## src/sv/dpid_pkg.sv

```systemverilog
`timescale 1ns / 1ps
`default_nettype none
package dpid_pkg;

	typedef struct packed {
		logic signed [31:0] pos_x;
		logic signed [31:0] pos_y;
		logic signed [15:0] quat_w;
		logic signed [15:0] quat_x;
		logic signed [15:0] quat_y;
		logic signed [15:0] quat_z;
		logic signed [31:0] goal_x;
		logic signed [31:0] goal_y;
		logic [31:0]        delta_time;
	} item_t;

	typedef struct packed {
		logic signed [31:0] kp_linear;
		logic signed [31:0] ki_linear;
		logic signed [31:0] kd_linear;
		logic signed [31:0] kp_angular;
		logic signed [31:0] ki_angular;
		logic signed [31:0] kd_angular;
		logic [47:0]        linear_limits;
		logic [48:0]        angular_limits_mode;
	} cfg_t;

	typedef enum logic [3:0] {
		REG_KP_LIN,
		REG_KI_LIN,
		REG_KD_LIN,
		REG_KP_ANG,
		REG_KI_ANG,
		REG_KD_ANG,
		REG_LIN_LIM,
		REG_ANG_LIM
	} cfg_reg_t;

	localparam logic [47:0] LIN_LIM_RST = 48'd241893965824;
	localparam logic [48:0] ANG_LIM_RST = 49'd3122609258496;
	localparam logic signed [31:0] GAIN_ONE = 32'sd65536;

	localparam logic signed [35:0] PI_Q29      = 36'sd1686629713;
	localparam logic signed [35:0] HALF_PI_Q29 = 36'sd843314856;
	localparam logic signed [35:0] TWO_PI_Q29  = 36'sd3373259426;

	typedef logic [31:0] atan_tab_t [32];

	function automatic logic signed [31:0] sat32(input logic signed [63:0] v);
		if (v > 64'sd2147483647) return 32'sh7fffffff;
		if (v < -64'sd2147483648) return 32'sh80000000;
		return v[31:0];
	endfunction

	// shift-subtract division, elaboration only
	function automatic logic [63:0] udiv64(input logic [63:0] n, input logic [63:0] d);
		logic [63:0] q;
		logic [64:0] r;
		q = '0;
		r = '0;
		for (int b = 63; b >= 0; b--) begin
			r = {r[63:0], n[b]};
			if (r >= {1'b0, d}) begin
				r = r - {1'b0, d};
				q[b] = 1'b1;
			end
		end
		return q;
	endfunction

	// atan(2^-i) in Q29 from its power series in Q62
	function automatic logic [31:0] atan_q29(input int i);
		logic [63:0] sum;
		logic [63:0] t;
		int p;
		sum = '0;
		if (i == 0) return 32'd421657428;
		for (int k = 0; k < 32; k++) begin
			if ((2 * k + 1) * i <= 61) begin
				p = 62 - (2 * k + 1) * i;
				t = udiv64(64'd1 << p, 64'(2 * k + 1));
				if ((k & 1) != 0) sum = sum - t;
				else sum = sum + t;
			end
		end
		return 32'((sum + (64'd1 << 32)) >> 33);
	endfunction

	function automatic atan_tab_t build_atan();
		atan_tab_t tab;
		for (int i = 0; i < 32; i++) tab[i] = atan_q29(i);
		return tab;
	endfunction

	localparam atan_tab_t ATAN_TAB = build_atan();

endpackage
`default_nettype wire

```

## src/sv/dpid_queue.sv

```systemverilog
`timescale 1ns / 1ps
`default_nettype none
module dpid_queue import dpid_pkg::*; (
	input  wire logic  clk,
	input  wire logic  arst_n,
	input  wire logic  wr,
	input  wire item_t wdata,
	output logic       full,
	input  wire logic  rd,
	output item_t      rdata,
	output logic       empty
);

	item_t       mem_q [2];
	logic        wp_q;
	logic        rp_q;
	logic [1:0]  cnt_q;

	assign full  = (cnt_q == 2'd2);
	assign empty = (cnt_q == 2'd0);
	assign rdata = mem_q[rp_q];

	always_ff @(posedge clk) begin
		if (wr) mem_q[wp_q] <= wdata;
	end

	always_ff @(posedge clk or negedge arst_n) begin
		if (!arst_n) begin
			wp_q  <= 1'b0;
			rp_q  <= 1'b0;
			cnt_q <= 2'd0;
		end else begin
			if (wr) wp_q <= ~wp_q;
			if (rd) rp_q <= ~rp_q;
			case ({wr, rd})
				2'b10:   cnt_q <= cnt_q + 2'd1;
				2'b01:   cnt_q <= cnt_q - 2'd1;
				default: cnt_q <= cnt_q;
			endcase
		end
	end

endmodule
`default_nettype wire

```

## config.mk

```make
export PLATFORM = sky130hd
export DESIGN_NAME = dpid_queue
export DESIGN_NICKNAME = d
export VERILOG_FILES = /design/src/sv/dpid_pkg.sv /design/src/sv/dpid_queue.sv
export SDC_FILE = /design/constraint.sdc
export NUM_CORES = 1
export LEC_CHECK = 0
export ABC_AREA = 1
export BUFFER_PORTS_ARGS = -buffer_cell sky130_fd_sc_hd__buf_2
export CAP_MARGIN = 20
export CORE_MARGIN = 5
export CORE_UTILIZATION = 45
export CTS_BUF_LIST = sky130_fd_sc_hd__clkbuf_4
export DETAILED_ROUTE_END_ITERATION = 8
export GPL_TIMING_DRIVEN = 0
export PLACE_DENSITY = 0.73
export SETUP_SLACK_MARGIN = 0.05
export SYNTH_ARGS = -nofsm -noshare
export SYNTH_HDL_FRONTEND = slang
export SYNTH_SLANG_ARGS = --single-unit
```

## constraint.sdc

```tcl
create_clock -name clk -period 9.7 [get_ports clk]
set_input_delay 1.455 -clock clk [delete_from_list [all_inputs] [get_ports clk]]
set_output_delay 1.455 -clock clk [all_outputs]
set_load 0.02 [all_outputs]
```

==> reports/metrics.json <==
{
  "result_of_the_run": "completed",
  "fmax_mhz": 270,
  "worst_ep_required_time_ns": 8.25,
  "areaGrowthSynthToFinish_pct": 27.5,
  "hold_buffers": 0,
  "static-leakage-power_nw": 9.38,
  "final_period_minus_worst_setup_slack_ns": 3.70,
  "crit_path_end_kind": "output pin",
  "dieArea_um2": 41600,
  "ys_seq_area_share_pct": 80.0,
  "final.setup.tns_ns": 0,
  "critical_path.slowest_cell": "o21ai_0",
  "pin_count_of_the_biggest_net_entering_global_routing": 116,
  "cts_sinks": 452,
  "crit-reg2reg-launch": "wp_q",
  "worst_ir_drop_vdd_uv": 196,
  "tightest_slew_ns": 0.698,
  "tritoncts": "yes",
  "globalRouteOverflowTotal": 0,
  "drt_pre_antenna_iters": 5,
  "post_cts.repair.setup_buffers": 0,
  "setup_violations": 0,
  "cts-buffers-inserted": 112,
  "rsz0062_at_grt": "no",
  "die_w_um": 204,
  "crit_chain": "buf_6, clkbuf_1, o21ai_0, buf_2",
  "detailroute.via_count": 11100,
  "cts.root.buffer_cell": "clkbuf_4",
  "clock_tree.htree_level_count": 3,
  "postSynthRegisterBits": 452,
  "filler_cell_count": 2980,
  "port_buffers": 453,
  "postRouteAntennaNets": 0,
  "post_synth_num_cell_types": 16,
  "category_of_the_critical_setup_timing_path": "register to output pin",
  "most_common_library_cell_in_the_layout_ignoring_fill_and_taps": "buf_2",
  "rd_place_congestion": 0.806,
  "worst_setup_sp_type": "register",
  "pwr_density_cell_nw_per_um2": 314,
  "average_size_of_a_mapped_cell_um2": 14.2,
  "std_cell_core_area_um2": 37400,
  "yosys_warnings": 0,
  "syn-num-nets": 1423,
  "grt_antenna_before_repair": 17,
  "via_per_inst": 4.69,
  "fin_nets": 2000,
  "ctsLongestPathBuffers": 3,
  "final.setup_skew_ns": 0.0730,
  "clock_insertion_delay_worst_skew_ns": 0.82,
  "instance_count_of_the_mapped_netlist": 1194,
  "dr.first_iter.drc_count": 614,
  "boundaryPins": 454,
  "layout-drive-gt1-share_pct": 37.2,
  "min-delay-path-class": "primary input to asynchronous set/reset pin",
  "post-route-drc-count": 0,
  "flip_flop_and_latch_area_um2": 13600,
  "critical_path.max_stage_delay_ns": 0.44,
  "combined_area_of_the_multi_input_logic_cells_um2": 2050,
  "die_height_um": 204,
  "num_rows": 71,
  "first_pass_grt_wire_length_mm": 61.6,
  "synth_area_um2": 16900,
  "post_cts_resized": 0,
  "fin_total_pwr_mw": 6.78,
  "final_cell_mix": "buf_2 (457), edfxtp_1 (448), inv_1 (229), nand2_1 (229), clkbuf_4 (164)",
  "relSlewSlack_pct": 53.5,
  "crit_path_start": "rp_q",
  "cap_violations": 0,
  "initial_core_util_pct": 45.3,
  "routed_length_per_instance_um": 17.4,
  "critPathArrivalTime_ns": 2.25,
  "slew_violations": 0,
  "final.period_utilization_pct": 38.2,
  "final-hold-violation-count": 0,
  "finalWirelength_mm": 41.4,
  "clkSlewWorstSetupHoldPaths_ns": 0.06,
  "hpwl_mm": 28.9,
  "globalRouteTotalUtil_pct": 19.2,
  "worst-path-max-fanout": 10,
  "grt_pass1_vias": 11400
}
[synthesized netlist by cell type, drive strengths merged]
master | instances | area (µm²)
clkbuf | 3 | 11.3
ha | 1 | 12.5
xor2 | 2 | 17.5
nand3 | 1 | 5.00
nand4 | 1 | 6.26
dfrtp | 4 | 100
o21ai | 224 | 1120
nor2 | 3 | 11.3
xnor2 | 1 | 8.76
nand2 | 229 | 860
inv | 230 | 863
edfxtp | 448 | 13500
buf | 47 | 467
[metrics by stage]
step           util (%)  hold slack [ns]  worst slack, ns  instance area [µm²]  instances
2_1_floorplan         -            0.463             1.92                16900       1194
3_3_place_gp       53.1            0.481            -1.40                19800       2158
3_5_place_dp       53.7            0.507             6.26                20100       2168
4_1_cts            57.7            0.348             5.84                21600       2369
5_1_grt            57.7            0.370             5.78                21600       2375
6_report           57.8            0.477             6.00                21600       2377
[area by class of cell]
type                            instances  share of cell area, %
Timing Repair Buffer                  463                   11.5
Sequential cell                       452                   62.7
Clock buffer                          164                   5.70
Antenna cell                            8                 0.0927
Clock inverter                         37                   1.24
Tap cell                              511                   2.96
Buffer                                 50                   2.21
Multi-Input combinational cell        462                   9.49
Inverter                              230                   4.03
[worst max-delay path, delay by kind of cell, from the launching register on]
| family | cells | cell delay (ns) |
|---|---|---|
| buffers and inverters | 3 | 0.65 |
| DFF | 1 | 0.37 |
| AOI/OAI and AO/OA | 1 | 0.44 |
[final timing paths]
kind                       slack, ns           end  cells after the start
min in group clk                0.52      cnt_q[1]                      2
hold / removal                  0.48      cnt_q[0]                      1
setup reg to reg                7.51  mem_q[0][49]                      5
hold reg to reg                 0.52      cnt_q[1]                      2
setup / recovery                6.00     rdata[24]                      4
max in group asynchronous       9.06          wp_q                      1
[registers in the layout, indices dropped and copies added, names as in the netlist]
name and count:
rp_q 1, cnt_q 2, wp_q 1, mem_q 448
[per-layer routing]
metal | global-route usage, % | up-vias | wire length [µm] | part of all wire (%)
met1 | 20.8 | 5270 | 14800 | 36
met3 | 8.58 | 100 | 4440 | 11
li1 | - | 5298 | - | -
met4 | 8.35 | 18 | 1300 | 3.1
met5 | 0 | - | 114 | 0.28
met2 | 32.8 | 456 | 20700 | 50
[cell families after synthesis]
family | after synthesis | share of synthesized area [%]
fa+ha+maj | 1 | 0.0739
xor+xnor | 3 | 0.155
simple gates | 234 | 5.21
buf+inv | 280 | 7.92
flops | 452 | 80.0
compound gates | 224 | 6.62
[power by group]
group / switching (mW) / internal (mW) / leakage (nW) / total [mW]
clock network: 0.735 / 0.881 / 0.874 / 1.62
logic: 1.73 / 0.764 / 4.26 / 2.49
registers: 0.0869 / 2.59 / 4.25 / 2.67
Power figures use the tool's default switching activity.
