## src/sv/dpid_pkg.sv

```systemverilog
`timescale 1ns / 1ps
`default_nettype none
package dpid_pkg;

	typedef struct packed {
		logic signed [31:0] pos_x;
		logic signed [31:0] pos_y;
		logic signed [15:0] quat_w;
		logic signed [15:0] quat_x;
		logic signed [15:0] quat_y;
		logic signed [15:0] quat_z;
		logic signed [31:0] goal_x;
		logic signed [31:0] goal_y;
		logic [31:0]        delta_time;
	} item_t;

	typedef struct packed {
		logic signed [31:0] kp_linear;
		logic signed [31:0] ki_linear;
		logic signed [31:0] kd_linear;
		logic signed [31:0] kp_angular;
		logic signed [31:0] ki_angular;
		logic signed [31:0] kd_angular;
		logic [47:0]        linear_limits;
		logic [48:0]        angular_limits_mode;
	} cfg_t;

	typedef enum logic [3:0] {
		REG_KP_LIN,
		REG_KI_LIN,
		REG_KD_LIN,
		REG_KP_ANG,
		REG_KI_ANG,
		REG_KD_ANG,
		REG_LIN_LIM,
		REG_ANG_LIM
	} cfg_reg_t;

	localparam logic [47:0] LIN_LIM_RST = 48'd241893965824;
	localparam logic [48:0] ANG_LIM_RST = 49'd3122609258496;
	localparam logic signed [31:0] GAIN_ONE = 32'sd65536;

	localparam logic signed [35:0] PI_Q29      = 36'sd1686629713;
	localparam logic signed [35:0] HALF_PI_Q29 = 36'sd843314856;
	localparam logic signed [35:0] TWO_PI_Q29  = 36'sd3373259426;

	typedef logic [31:0] atan_tab_t [32];

	function automatic logic signed [31:0] sat32(input logic signed [63:0] v);
		if (v > 64'sd2147483647) return 32'sh7fffffff;
		if (v < -64'sd2147483648) return 32'sh80000000;
		return v[31:0];
	endfunction

	// shift-subtract division, elaboration only
	function automatic logic [63:0] udiv64(input logic [63:0] n, input logic [63:0] d);
		logic [63:0] q;
		logic [64:0] r;
		q = '0;
		r = '0;
		for (int b = 63; b >= 0; b--) begin
			r = {r[63:0], n[b]};
			if (r >= {1'b0, d}) begin
				r = r - {1'b0, d};
				q[b] = 1'b1;
			end
		end
		return q;
	endfunction

	// atan(2^-i) in Q29 from its power series in Q62
	function automatic logic [31:0] atan_q29(input int i);
		logic [63:0] sum;
		logic [63:0] t;
		int p;
		sum = '0;
		if (i == 0) return 32'd421657428;
		for (int k = 0; k < 32; k++) begin
			if ((2 * k + 1) * i <= 61) begin
				p = 62 - (2 * k + 1) * i;
				t = udiv64(64'd1 << p, 64'(2 * k + 1));
				if ((k & 1) != 0) sum = sum - t;
				else sum = sum + t;
			end
		end
		return 32'((sum + (64'd1 << 32)) >> 33);
	endfunction

	function automatic atan_tab_t build_atan();
		atan_tab_t tab;
		for (int i = 0; i < 32; i++) tab[i] = atan_q29(i);
		return tab;
	endfunction

	localparam atan_tab_t ATAN_TAB = build_atan();

endpackage
`default_nettype wire

```

## src/sv/dpid_front.sv

```systemverilog
`timescale 1ns / 1ps
`default_nettype none
module dpid_front import dpid_pkg::*; (
	input  wire logic        clk,
	input  wire logic        arst_n,
	input  wire logic        push,
	output logic             full,
	input  wire item_t       item,
	input  wire logic        q_full,
	output logic             q_wr,
	output item_t            q_wdata,
	input  wire logic        cfg_valid,
	output logic             cfg_ready,
	input  wire logic [3:0]  cfg_index,
	input  wire logic [48:0] cfg_data,
	output cfg_t             cfg
);

	cfg_t cfg_q;

	assign full      = q_full;
	assign cfg_ready = 1'b1;
	assign cfg       = cfg_q;
	assign q_wdata   = item;
	// a tick with no elapsed time is taken and dropped
	assign q_wr      = push && !q_full && (item.delta_time != 32'd0);

	always_ff @(posedge clk or negedge arst_n) begin
		if (!arst_n) begin
			cfg_q.kp_linear           <= GAIN_ONE;
			cfg_q.ki_linear           <= '0;
			cfg_q.kd_linear           <= '0;
			cfg_q.kp_angular          <= GAIN_ONE;
			cfg_q.ki_angular          <= '0;
			cfg_q.kd_angular          <= '0;
			cfg_q.linear_limits       <= LIN_LIM_RST;
			cfg_q.angular_limits_mode <= ANG_LIM_RST;
		end else if (cfg_valid) begin
			unique case (cfg_reg_t'(cfg_index))
				REG_KP_LIN:  cfg_q.kp_linear           <= cfg_data[31:0];
				REG_KI_LIN:  cfg_q.ki_linear           <= cfg_data[31:0];
				REG_KD_LIN:  cfg_q.kd_linear           <= cfg_data[31:0];
				REG_KP_ANG:  cfg_q.kp_angular          <= cfg_data[31:0];
				REG_KI_ANG:  cfg_q.ki_angular          <= cfg_data[31:0];
				REG_KD_ANG:  cfg_q.kd_angular          <= cfg_data[31:0];
				REG_LIN_LIM: cfg_q.linear_limits       <= cfg_data[47:0];
				REG_ANG_LIM: cfg_q.angular_limits_mode <= cfg_data;
				default: ;
			endcase
		end
	end

endmodule
`default_nettype wire

```

## config.mk

```make
export PLATFORM = sky130hd
export DESIGN_NAME = dpid_front
export DESIGN_NICKNAME = d
export VERILOG_FILES = /design/src/sv/dpid_pkg.sv /design/src/sv/dpid_front.sv
export SDC_FILE = /design/constraint.sdc
export NUM_CORES = 1
export LEC_CHECK = 0
export ABC_AREA = 1
export BUFFER_PORTS_ARGS = -buffer_cell sky130_fd_sc_hd__buf_2
export CORE_AREA = 2 2 313 315
export DETAILED_ROUTE_END_ITERATION = 7
export DIE_AREA = 0 0 315 317
export PLACE_DENSITY_LB_ADDON = 0.05
export SLEW_MARGIN = 20
export SYNTH_ARGS = -nofsm -noshare
export SYNTH_HDL_FRONTEND = slang
export SYNTH_SLANG_ARGS = --single-unit
```

## constraint.sdc

```tcl
create_clock -name clk -period 0.8 [get_ports clk]
set_input_delay 0.08 -clock clk [delete_from_list [all_inputs] [get_ports clk]]
set_output_delay 0.08 -clock clk [all_outputs]
set_load 0.1 [all_outputs]
```

==> flow_summary_export.csv <==
group,metric,value,unit
run_status,status,"finished, violations left",
run_status,violations,"setup timing",
drt,drc,0,
sta,clock.fmax,688.8,MHz
setup_path,worst-path-max-fanout,2,
drt,ant_nets,0,
sta,fin_crit_sh,181.5,%
setup_path,r2r-end,"cfg[79]",
clocking,cts_buffers,41,
setup_path,cp_top_family,"flip-flops",
logic_synthesis,synthCells,1301,
sta,setup_viol,351,
power_and_ir_drop,p_sw_share,45.66,%
setup_path,r2r_start,"cfg[79]",
setup_path,cp-end-kind,"primary output",
placed_design,place_area,0.02195,sq mm
clocking,clock_tree.buffer_depth,3,
layout,largest_register_ffs,289,
drt,wirelength,59500,um
sta,finalMaxSlewViolations,0,
drt,vias_per_cell,3.334,
setup_path,cp.arrival,1370,ps
logic_synthesis,syn_nets,1583,
layout,fin_area,0.02564,sq mm
logic_synthesis,synth_cell_types,21,
power_and_ir_drop,cellPowerDensity,3556,mW/mm^2
sta,rsz0062_at_grt,"true",
layout,drive_gt1_share,66.06,%
layout,synthToLayoutAreaGrowth,103.9,%
floorplan,core-area,0.09628,sq mm
logic_synthesis,syn_area_per_cell,9.666,sq um
drt,avgRoutedWirePerCell,19.58,um
power_and_ir_drop,clkPwrFrac,22.2,%
clocking,cts.htree.levels,2,
drt,via_count,10130,
grt,grt_usage,10.92,%
drt,first_pass_iters,4,
sta,skew,0,ps
floorplan,rows,114,
logic_synthesis,yosysSeqAreaShare,57.70,%
setup_path,path_class,"reg -> out",
power_and_ir_drop,power_frac_seq,26.1,%
setup_path,worstSetupStartpointType,"flip-flop",
grt,antenna_found_initial,5,
grt,grt_overflow,0,
setup_path,critPathBufInv,1,
setup_path,rrSetupSlack,-120,ps
placed_design,gp_congestion,0.7824,
placed_design,io_buffer_count,412,
floorplan,num_io_pins,798,
sta,fin_ws,-651.8,ps
floorplan,die_h,317,um
setup_path,crit_required,720,ps
power_and_ir_drop,ir_drop,0.001820,V
clocking,cts-root-buf,"clkbuf_16",
setup_path,reg2reg_depth,3,
setup_path,slowest_stage,"dfstp_4",
clocking,cts_sinks,289,
power_and_ir_drop,power_frac_comb,51.6,%
logic_synthesis,synth_warnings,0,
min_path,hold_path_class,"in -> async",
flow_run,max_cap_violations,0,
placed_design,hpwl,41970,um
clocking,clkTransAtPathRegs,60,ps
logic_synthesis,ys_ff_latch,289,
clocking,clk-insertion-delay-late,540,ps
grt,grt_pass1_wl,79420,um
power_and_ir_drop,total_power,91.17,mW
grt,grt_max_degree,49,
placed_design,dp_worst_setup_slack,-599.7,ps
clocking,cts_tree,"yes",
grt,grt_pass1_vias,10610,
logic_synthesis,netlist_area,0.01258,sq mm
layout,fin_nets,2012,
setup_path,cpPeakStageDelay,640,ps
setup_path,crit_path_cell_trace,"buf_12",
sta,setup_tns,-147250,ps
floorplan,fp.dieW,315,um
sta,min_period,1452,ps
power_and_ir_drop,p_switching,41.62,mW
sta,finalHoldViolations,0,
power_and_ir_drop,internal_power,49.54,mW
floorplan,initial_core_util,13.06,%
drt,drt_iter0_drc,289,
floorplan,die_area,0.09986,sq mm
power_and_ir_drop,leakagePower,10.68,nW
==> layer usage <==
metal / up-vias / wire (um) / global-route usage [%]
met5: - / 0 / 0
met4: 0 / 1387 / 3.074
met3: 105 / 4982 / 4.285
met2: 384 / 29560 / 18.86
met1: 4842 / 23570 / 12.47
li1: 4800 / - / -
==> cells in the mapped netlist <==
cell | count | share of area (%)
dfrtp_1 | 270 | 54
nand2_1 | 256 | 7.6
buf_4 | 235 | 14
o21ai_0 | 193 | 7.7
nor2_1 | 88 | 2.6
inv_1 | 82 | 2.4
a21oi_1 | 33 | 1.3
clkbuf_1 | 33 | 0.98
o21ai_1 | 32 | 1.3
a21oi_2 | 31 | 2.2
dfstp_2 | 19 | 4.0
buf_2 | 9 | 0.36
buf_6 | 7 | 0.63
nand3_2 | 3 | 0.24
nand4_2 | 2 | 0.20
nor2_2 | 2 | 0.099
nor2_8 | 2 | 0.32
buf_8 | 1 | 0.12
conb_1 | 1 | 0.030
inv_2 | 1 | 0.030
nor3_4 | 1 | 0.13
==> cells in the final DEF, fill, tap and decap left out, types with 6 or more instances in the layout <==
master / count
buf_2: 77
o21ai_1: 147
o21ai_0: 45
a21oi_1: 29
nand2_2: 23
inv_1: 63
dfrtp_4: 233
nand2_1: 225
clkbuf_1: 6
nor2_2: 17
nand2_4: 8
buf_12: 377
clkbuf_16: 54
buf_6: 71
dfrtp_2: 37
buf_8: 7
clkbuf_8: 15
bufinv_16: 6
dlygate4sd3_1: 51
nor2_4: 42
dfstp_4: 19
inv_2: 18
buf_4: 70
buf_16: 6
nor2_1: 31
a21oi_2: 35
o21ai_2: 33
==> worst register-to-register path, cell delays in order, from the launching register on <==
cell and delay [ps]:
dfstp_4 640, buf_6 100, inv_2 30, o21ai_2 100
==> repair_timing <==
item,CTS,global route
endpoints found under the hold margin,577,5
gates resized for setup,61,158
pin swaps,26,37
cloned,0,18
setup buffers,37,35
endpoints found under the setup margin,316,403
hold buffers,51,1
==> area by class of cell <==
| cell class | instances | area [sq um] |
|---|---|---|
| fill | 10010 | 70640 |
| timing repair buffer | 671 | 10340 |
| sequential | 289 | 8248 |
| multi-input combinational | 644 | 3631 |
| tap | 1276 | 1597 |
| clock buffer | 63 | 1280 |
| inverter | 83 | 320.3 |
| clock inverter | 12 | 221.5 |
| antenna | 1 | 2.502 |
==> stage by stage <==
step / instances / utilization [%] / hold slack (ps)
after floorplan: 1301 / - / -215.6
after global placement: 2826 / 22.80 / -94.58
after detailed placement: 2826 / 22.80 / -97.32
after CTS: 2989 / 25.43 / 75.61
after global routing: 3039 / 26.63 / 91.88
final: 3039 / 26.63 / 114.6
==> power groups by stage <==
stage	combinational [mW]	sequential, mW	clock [mW]
2_1_floorplan	8.60	45.8	0
3_3_place_gp	45.2	24.2	0
3_5_place_dp	45.3	24.2	0
4_1_cts	46.6	23.9	21.2
5_1_grt	48.7	24.3	21.7
6_report	47.1	23.8	20.3
==> cells by family after synthesis <==
family	after synthesis	share of synthesized area, %
AO/OA/AOI/OAI	289	12.43
buffers and inverters	368	18.60
flip-flops	289	57.70
other	1	0.02982
AND/OR/NAND/NOR	354	11.25
==> how the worst max path moves through the flow <==
stage	end	slack, ps	depth (start not counted)	from
after floorplan	q_wr	-340	6	item[31]
after global placement	cfg[82]	-570	8	cfg_index[2]
after detailed placement	cfg[89]	-600	9	cfg_index[2]
after CTS	cfg[74]	-710	1	cfg[74]
after global routing	cfg[74]	-720	1	cfg[74]
final	cfg[273]	-650	1	cfg[273]
Note: power is estimated with default switching activity, not from simulation.
